## config.mk

```make
export PLATFORM = sky130hd
export DESIGN_NAME = positional_list_engine
export DESIGN_NICKNAME = d
export VERILOG_FILES = /design/src/design/ple_pkg.sv /design/src/design/positional_list_engine.sv
export SDC_FILE = /design/constraint.sdc
export NUM_CORES = 2
export LEC_CHECK = 0
export ABC_AREA = 1
export ABC_CLOCK_PERIOD_IN_PS = 4240
export BUFFER_PORTS_ARGS = -buffer_cell sky130_fd_sc_hd__buf_2
export CAP_MARGIN = 20
export CORE_MARGIN = 3
export CORE_UTILIZATION = 25
export CTS_BUF_LIST = sky130_fd_sc_hd__clkbuf_4
export DETAILED_ROUTE_END_ITERATION = 6
export SLEW_MARGIN = 20
export SYNTH_ARGS = -nofsm -noshare
export SYNTH_HDL_FRONTEND = slang
export SYNTH_SLANG_ARGS = --single-unit
export TNS_END_PERCENT = 1
```

## constraint.sdc

```tcl
create_clock -name aclk -period 4.24 [get_ports aclk]
set_clock_uncertainty 0.1 [all_clocks]
set_input_delay 0.848 -clock aclk [delete_from_list [all_inputs] [get_ports aclk]]
set_output_delay 0.848 -clock aclk [all_outputs]
set_load 0.02 [all_outputs]
```

## src/design/ple_pkg.sv

```systemverilog
// ----------------------------------------------------------------------------
// ple_pkg
// Shared types and constants for the positional list engine.
// ----------------------------------------------------------------------------
package ple_pkg;

    localparam int CAPACITY   = 64;
    localparam int DATA_WIDTH = 32;

    localparam int IDX_W = $clog2(CAPACITY);
    localparam int CNT_W = $clog2(CAPACITY + 1);

    localparam int OP_W  = 2;
    localparam int POS_W = 7;
    localparam int VAL_W = 32;
    localparam int CMP_W = (POS_W > CNT_W) ? POS_W : CNT_W;

    localparam int S_TDATA_W = 48;
    localparam int M_TDATA_W = 40;

    typedef enum logic [OP_W-1:0] {
        OP_INSERT = 2'd0,
        OP_REMOVE = 2'd1,
        OP_GET    = 2'd2,
        OP_SET    = 2'd3
    } op_t;

    typedef enum logic [2:0] {
        ST_IDLE,
        ST_CHECK,
        ST_SH_RD,
        ST_SH_WR,
        ST_PUT,
        ST_GET,
        ST_DONE
    } state_t;

endpackage

```

## src/design/positional_list_engine.sv

```systemverilog
// ----------------------------------------------------------------------------
// positional_list_engine
// Bounded list addressed by position: insert, remove, get and set, with
// entries moved one at a time through a single-port store.
// ----------------------------------------------------------------------------
//  channel  | direction | fields (lowest bit up)
//  s_       | in        | op[1:0], position[8:2], value[40:9]
//  m_       | out       | ok[0], read_value[32:1], count[39:33]
//
//  Insert and remove pass through a read and a write state for each entry
//  moved; get and set go through one access state, a failed request none.
//  Each moved entry costs a read and a write through the one store port.
//  aresetn clears the count and the handshake state; the store holds garbage
//  until written. One request at a time; the next is taken while a reply
//  still waits on m_tready.
// ----------------------------------------------------------------------------
module positional_list_engine (
    input  logic                           aclk,
    input  logic                           aresetn,
    input  logic                           s_tvalid,
    output logic                           s_tready,
    input  logic [ple_pkg::S_TDATA_W-1:0]  s_tdata,   // op, position, value
    output logic                           m_tvalid,
    input  logic                           m_tready,
    output logic [ple_pkg::M_TDATA_W-1:0]  m_tdata    // ok, read_value, count
);

    ple_pkg::state_t state_reg, state_next;

    logic [ple_pkg::DATA_WIDTH-1:0] mem [ple_pkg::CAPACITY];
    logic [ple_pkg::DATA_WIDTH-1:0] rdata_reg;

    ple_pkg::op_t                 op_reg, op_next;
    logic [ple_pkg::POS_W-1:0]    pos_reg, pos_next;
    logic [ple_pkg::VAL_W-1:0]    val_reg, val_next;
    logic [ple_pkg::CNT_W-1:0]    idx_reg, idx_next;
    logic [ple_pkg::CNT_W-1:0]    count_reg, count_next;
    logic                         ok_reg, ok_next;

    logic                         m_valid_reg, m_valid_next;
    logic                         m_ok_reg, m_ok_next;
    logic [ple_pkg::VAL_W-1:0]    m_rd_reg, m_rd_next;
    logic [ple_pkg::CNT_W-1:0]    m_count_reg, m_count_next;

    logic                         mem_we;
    logic                         mem_re;
    logic [ple_pkg::IDX_W-1:0]    mem_waddr;
    logic [ple_pkg::IDX_W-1:0]    mem_raddr;
    logic [ple_pkg::DATA_WIDTH-1:0] mem_wdata;

    logic                         s_accept;
    logic                         req_ok;
    logic                         is_insert;
    logic [ple_pkg::CNT_W-1:0]    idx_step;
    logic [ple_pkg::CNT_W-1:0]    cmp_idx;
    logic                         more;
    logic                         out_free;
    logic [ple_pkg::CMP_W-1:0]    pos_x;
    logic [ple_pkg::CMP_W-1:0]    cnt_x;
    logic [ple_pkg::CMP_W-1:0]    idx_x;

    assign s_tready = (state_reg == ple_pkg::ST_IDLE);
    assign s_accept = s_tvalid && s_tready;
    assign out_free = !m_valid_reg || m_tready;

    assign is_insert = (op_reg == ple_pkg::OP_INSERT);
    assign pos_x     = ple_pkg::CMP_W'(pos_reg);
    assign cnt_x     = ple_pkg::CMP_W'(count_reg);

    always_comb begin
        case (op_reg)
            ple_pkg::OP_INSERT:
                req_ok = (pos_x <= cnt_x) &&
                         (count_reg != ple_pkg::CNT_W'(ple_pkg::CAPACITY));
            default:
                req_ok = (pos_x < cnt_x);
        endcase
    end

    // shared step and loop test
    assign idx_step = is_insert ? (idx_reg - 1'b1) : (idx_reg + 1'b1);
    assign cmp_idx  = (state_reg == ple_pkg::ST_CHECK)
                    ? (is_insert ? count_reg : ple_pkg::CNT_W'(pos_reg))
                    : idx_step;
    assign idx_x    = ple_pkg::CMP_W'(cmp_idx);
    assign more     = is_insert ? (idx_x > pos_x) : ((idx_x + 1'b1) < cnt_x);

    // next state
    always_comb begin
        state_next = state_reg;
        case (state_reg)
            ple_pkg::ST_IDLE: begin
                if (s_accept) begin
                    state_next = ple_pkg::ST_CHECK;
                end
            end
            ple_pkg::ST_CHECK: begin
                if (!req_ok) begin
                    state_next = ple_pkg::ST_DONE;
                end else begin
                    case (op_reg)
                        ple_pkg::OP_INSERT:
                            state_next = more ? ple_pkg::ST_SH_RD : ple_pkg::ST_PUT;
                        ple_pkg::OP_REMOVE:
                            state_next = more ? ple_pkg::ST_SH_RD : ple_pkg::ST_DONE;
                        ple_pkg::OP_GET:
                            state_next = ple_pkg::ST_GET;
                        default:
                            state_next = ple_pkg::ST_PUT;
                    endcase
                end
            end
            ple_pkg::ST_SH_RD: begin
                state_next = ple_pkg::ST_SH_WR;
            end
            ple_pkg::ST_SH_WR: begin
                if (more) begin
                    state_next = ple_pkg::ST_SH_RD;
                end else if (is_insert) begin
                    state_next = ple_pkg::ST_PUT;
                end else begin
                    state_next = ple_pkg::ST_DONE;
                end
            end
            ple_pkg::ST_PUT: begin
                state_next = ple_pkg::ST_DONE;
            end
            ple_pkg::ST_GET: begin
                state_next = ple_pkg::ST_DONE;
            end
            ple_pkg::ST_DONE: begin
                if (out_free) begin
                    state_next = ple_pkg::ST_IDLE;
                end
            end
            default: begin
                state_next = ple_pkg::ST_IDLE;
            end
        endcase
    end

    // datapath and outputs
    always_comb begin
        op_next      = op_reg;
        pos_next     = pos_reg;
        val_next     = val_reg;
        idx_next     = idx_reg;
        count_next   = count_reg;
        ok_next      = ok_reg;
        m_valid_next = m_valid_reg && !m_tready;
        m_ok_next    = m_ok_reg;
        m_rd_next    = m_rd_reg;
        m_count_next = m_count_reg;
        mem_we       = 1'b0;
        mem_re       = 1'b0;
        mem_waddr    = idx_reg[ple_pkg::IDX_W-1:0];
        mem_raddr    = idx_step[ple_pkg::IDX_W-1:0];
        mem_wdata    = rdata_reg;
        case (state_reg)
            ple_pkg::ST_IDLE: begin
                if (s_accept) begin
                    op_next  = ple_pkg::op_t'(s_tdata[ple_pkg::OP_W-1:0]);
                    pos_next = s_tdata[ple_pkg::OP_W +: ple_pkg::POS_W];
                    val_next = s_tdata[ple_pkg::OP_W + ple_pkg::POS_W +: ple_pkg::VAL_W];
                end
            end
            ple_pkg::ST_CHECK: begin
                ok_next  = req_ok;
                idx_next = cmp_idx;
                if (req_ok && (op_reg == ple_pkg::OP_REMOVE) && !more) begin
                    count_next = count_reg - 1'b1;
                end
            end
            ple_pkg::ST_SH_RD: begin
                mem_re = 1'b1;
            end
            ple_pkg::ST_SH_WR: begin
                mem_we   = 1'b1;
                idx_next = idx_step;
                if (!more && !is_insert) begin
                    count_next = count_reg - 1'b1;
                end
            end
            ple_pkg::ST_PUT: begin
                mem_we    = 1'b1;
                mem_waddr = pos_reg[ple_pkg::IDX_W-1:0];
                mem_wdata = ple_pkg::DATA_WIDTH'(val_reg);
                if (is_insert) begin
                    count_next = count_reg + 1'b1;
                end
            end
            ple_pkg::ST_GET: begin
                mem_re    = 1'b1;
                mem_raddr = pos_reg[ple_pkg::IDX_W-1:0];
            end
            ple_pkg::ST_DONE: begin
                if (out_free) begin
                    m_valid_next = 1'b1;
                    m_ok_next    = ok_reg;
                    m_count_next = count_reg;
                    m_rd_next    = (ok_reg && (op_reg == ple_pkg::OP_GET))
                                 ? ple_pkg::VAL_W'(signed'(rdata_reg))
                                 : '0;
                end
            end
            default: begin
            end
        endcase
    end

    always_ff @(posedge aclk) begin
        if (mem_we) begin
            mem[mem_waddr] <= mem_wdata;
        end
        if (mem_re) begin
            rdata_reg <= mem[mem_raddr];
        end
    end

    always_ff @(posedge aclk) begin
        if (!aresetn) begin
            state_reg   <= ple_pkg::ST_IDLE;
            count_reg   <= '0;
            m_valid_reg <= 1'b0;
        end else begin
            state_reg   <= state_next;
            count_reg   <= count_next;
            m_valid_reg <= m_valid_next;
        end
    end

    always_ff @(posedge aclk) begin
        op_reg      <= op_next;
        pos_reg     <= pos_next;
        val_reg     <= val_next;
        idx_reg     <= idx_next;
        ok_reg      <= ok_next;
        m_ok_reg    <= m_ok_next;
        m_rd_reg    <= m_rd_next;
        m_count_reg <= m_count_next;
    end

    assign m_tvalid = m_valid_reg;
    assign m_tdata  = ple_pkg::M_TDATA_W'({ple_pkg::POS_W'(m_count_reg), m_rd_reg, m_ok_reg});

endmodule

```

# Word level (Yosys, flattened, before mapping)
# Memory sizes are Yosys's and may differ from the RTL's. A register that Yosys moved wholly into a read port is not among the register bits.
# Cells that the tools add are included.
[totals]
reg_bits = 100
mem_bits_rw = 2048
out_inout_bits = 42
wordCells = 86
mem_count = 1
[memory_table]
columns = ["name", "words", "word_bits", "rd", "rd_clocked_by_memory_dff", "wr", "line", "rtl"]
rows = [
  ["mem", 64, 32, 1, 1, 1, "positional_list_engine.sv:30", "logic [ple_pkg::DATA_WIDTH-1:0] mem [ple_pkg::CAPACITY];"],
]
[op_classes]
addsub = 5
order_cmp = 4
n_eq_ne = 14
n_mux = 28
n_reduce_logical = 23
[ops]
columns = ["cell", "count"]
rows = [
  ["$mux W7", 6],
  ["$mux W32", 1],
  ["$add A7 B1 Y7 const B", 3],
  ["$pmux W7 S3", 1],
  ["$mux W3", 6],
  ["$pmux W3 S6", 1],
  ["$lt A7 B7 Y1", 2],
  ["$pmux W7 S2", 1],
  ["$sub A7 B1 Y7 const B", 2],
  ["$mux W6", 2],
  ["$eq A3 B3 Y1 const B", 3],
  ["$pmux W3 S3", 1],
  ["$mux W1", 8],
  ["$gt A7 B7 Y1", 1],
  ["$le A7 B7 Y1", 1],
  ["$logic_and A1 B1 Y1", 7],
  ["$ne A7 B7 Y1 const B", 1],
  ["$eq A3 B2 Y1 const B", 2],
  ["$ne A2 B2 Y1 const B", 3],
  ["$reduce_and A2 Y1", 3],
  ["$reduce_or A2 Y1", 3],
  ["$logic_not A1 Y1", 4],
  ["$ne A2 B1 Y1 const B", 2],
  ["$reduce_and A4 Y1", 1],
  ["9 further kinds", 9],
]

# Longest topological paths before layout
[depth]
word_depth = 10
depth_mapped = 29

# Worst setup path after synthesis
# OpenSTA, ideal clock, no wires.
[synth_timing]
kind = "input to register"
from = "in m_tready"
to = "reg m_count_reg[0] (netlist name), enable pin"
setup_time_ps = 487
arrival_time_ps = 3637
slack_ps = 16
path_stages = 2
path_buffers = 0
cell_sequence = "nor2_1 nor3_1"
[synth_between]
elab_chain_len = 2
[synth_rtl]
columns = ["element", "line", "rtl"]
rows = [
  ["start, declared", "positional_list_engine.sv:24", "input logic m_tready,"],
  ["$logic_or A1 B1 Y1", "positional_list_engine.sv:64", "assign out_free = !m_valid_reg || m_tready;"],
  ["$reduce_and A2 Y1 (no source line)", "--", ""],
  ["end signal, assigned", "positional_list_engine.sv:240", "m_count_reg <= m_count_next;"],
  ["end, declared", "positional_list_engine.sv:43", "logic [ple_pkg::CNT_W-1:0] m_count_reg, m_count_next;"],
]
# Every way passes these cells.
# A chain may end at the register's enable or synchronous reset.

# Worst setup path in the final report
[layout_timing]
from = "reg state_reg[0]"
to = "mem mem[7][4] (netlist name), enable pin"
[layout_between]
elab_chain_len = 5
[layout_rtl]
columns = ["element", "line", "rtl"]
rows = [
  ["start, declared", "positional_list_engine.sv:28", "ple_pkg::state_t state_reg, state_next;"],
  ["start signal, assigned", "positional_list_engine.sv:222", "state_reg <= ple_pkg::ST_IDLE;"],
  ["start signal, assigned", "positional_list_engine.sv:226", "state_reg <= state_next;"],
  ["$eq A3 B3 Y1 or $eq A3 B2 Y1 (tied branches)", "positional_list_engine.sv:159", "case (state_reg)"],
  ["$reduce_or A2 Y1 (no source line)", "--", ""],
  ["$mux W1", "positional_list_engine.sv:159", ""],
  ["$mux W1", "positional_list_engine.sv:212", "if (mem_we) begin"],
  ["$mux W1 (not written as such)", "positional_list_engine.sv:213", "mem[mem_waddr] <= mem_wdata;"],
  ["end, declared", "positional_list_engine.sv:30", ""],
]
# Several ways; a longest one is shown, not always the timed one.

==> impl_results.md <==
- Status: finished clean
- Most flops, register: mem
- Fillers: 34,850
- Slew @ Worst Pin: 1.228 ns
- Vias: 59,850
- Cell area after synthesis: 0.08737 mm²
- CTS tree: built
- DRT Pass-1 Iters: 6
- Mapped Cells: 6,914
- Sequential share of the synthesized area: 74.80%
- Routed WL per cell: 21.00 µm
- Clk_lat worst skew: 1.44 ns
- Worst setup SP type: flip-flop
- CTS buffer count: 586
- Post-route ant nets: 0
- Max reg flops: 2,048
- Most common library cell in the layout ignoring fill and taps: edfxtp_1
- Hold path depth: 2
- WP data required: 5.17 ns
- Clock Root Buffer: clkbuf_4
- Area Overhead vs Synth: 18.88%
- Synth Warn #: 0
- Syn nets: 6,994
- Via-to-Cell Ratio: 4.797
- Synth unique cells: 35
- GR Overflow Total: 0
- CTS clock-pin slew for the worst setup and hold paths: 0.07 ns
- Register bit total from synthesis: 2,180
- Largest net degree at the start of global routing: 146
- Maximum clock rate: 0.2527 GHz
- Most area-consuming cells after synthesis: edfxtp_1, nor2_1, o21ai_0
- First-pass GRT wire length: 380,700 µm
- I/O Buffers: 86
- Syn Area/Cell: 12.64 µm²
- Final net count: 7,582
- Post-DP HPWL: 146,000 µm
- Fraction of layout cells with a size suffix above 1: 17.71%
- Commonest cells after routing, fill and taps aside: edfxtp_1, nor2_1, o21ai_0
- Number of max-cap violations: 0
- H-tree levels: 6
- Initial antenna violation count: 16
- Die height: 597.2 µm
- Final Hold Viols: 0
- Core Area: 0.3470 mm²
- Hold crit path type: in -> reg
- GRT Total Usage: 14.15%
- Die Area: 0.3566 mm²
- Site row count: 216
- Vias in the first global route: 58,020
- CP max FO: 19
- Final setup viols: 0
- Minimum clock period: 3.957 ns
- RD Place Congestion: 0.8481
- Place WS: 0.1418 ns
- Horiz. Die Dim: 597.2 µm
- Critical Setup Path Class: reg -> reg
- Fin crit share: 93.33%
- IO Pins: 94
- DR iter-0 viols: 6,925
- Rel. slew slack: 17.25%
- DRC: 0
- R2r setup slk: 0.28 ns
- WP data arrival: 4.89 ns
- Routed WL: 262,000 µm
- CTS Sinks: 2,180
- Worst-case clock buffer depth: 4
- Crit. End Element: flip-flop
- Post-synth top area cell: edfxtp_1
- Share of the synthesized area in the top cell type: 74.55%
- Final slew viol count: 0
- Reg2Reg Depth: 7
- Final worst slack: 0.2828 ns
- Initial Util: 25.18%
==> synthesized netlist by cell type <==
library cell  number
o22ai_1           20
buf_2            265
nand4_1            6
buf_6              1
a21oi_2            1
nor4_1             1
inv_2              3
nand2_1          177
buf_4              9
buf_1             15
clkbuf_1         169
a22oi_1            1
o21bai_1           8
ha_1              27
xnor2_1            6
nor2_4             1
nand3_1          636
o21ai_0         1020
o21ai_2            3
dfxtp_1           11
o211ai_1         317
o211a_1            1
edfxtp_1        2169
nor2_1          1840
o21ai_1           42
inv_1             90
a21oi_1           57
nor3_1             3
and2_1             1
nand2_2            1
nand3_2            1
xor2_1             9
fa_1               1
a211oi_1           1
a31oi_1            1
==> final cells by class <==
type                    instances  area, µm²  area share, %
flip-flops and latches       2180      65350          62.92
clock buffers                 841       6314          6.079
clock inverters               129      678.2         0.6529
diodes                         15      37.54        0.03614
inverters                      93      369.1         0.3554
repair buffers                459       4862          4.681
multi-input cells            4182      20520          19.76
well taps                    4578       5728          5.515
==> path summary, 6_finish.rpt <==
kind / start / endpoint
setup / recovery: state_reg[0] / mem[7][4]
hold reg to reg: cnt_x[6] / m_count_reg[6]
hold / removal: s_tdata[14] / val_reg[5]
setup reg to reg: state_reg[0] / mem[7][4]
==> per-layer routing <==
metal  global-route usage (%)  vias to the layer above  wire length (µm)
met3                    3.316                      508             26870
met4                    5.242                        2              7977
met2                    22.29                     3018            120300
met1                    18.92                    29560            106900
met5                        0                        -                20
li1                         -                    26760                 -
==> critical path: stages (launching register included) <==
cell and delay [ns]:
dfxtp_1 0.39, nor2_1 0.31, nand2_4 0.18, o21ai_0 0.98
nand4_1 0.17, buf_4 0.32, nor2_4 0.71, buf_4 0.42
==> what timing repair did <==
item / 4_1_cts / 5_1_grt
endpoints found under the hold margin: 77 / 0
hold buffers: 61 / 0
setup endpoints to repair: 0 / 7
setup buffers: 0 / 2
gates resized for setup: 0 / 12
==> kinds of logic (layout without fill, tap and decap cells) <==
logic type | after synthesis | after routing | share of synthesized area [%]
AOI/OAI and AO/OA | 1472 | 1472 | 9.422
xor gates and xnor gates | 15 | 15 | 0.1504
adders and majority gates | 28 | 28 | 0.4096
buffers and inverters | 552 | 1522 | 2.798
DFF | 2180 | 2180 | 74.80
other | 0 | 15 | 0
and+or+nand+nor | 2667 | 2667 | 12.42
==> through the flow <==
stage	hold slack [ns]	cell area, µm²	utilization (%)	setup TNS (ns)	std cells
2_1_floorplan	0.3271	87370	-	0	6914
3_3_place_gp	0.3570	96120	27.70	-0.7028	11430
3_5_place_dp	0.3644	96120	27.70	0	11430
4_1_cts	0.0009569	103700	29.89	0	12460
5_1_grt	-0.01414	103900	29.93	-0.03917	12470
6_report	0.09586	103900	29.93	0	12480
Power is left out: the tool's default activity adds up to more than one toggle a clock period on the data nets, which glitch-free logic cannot reach.
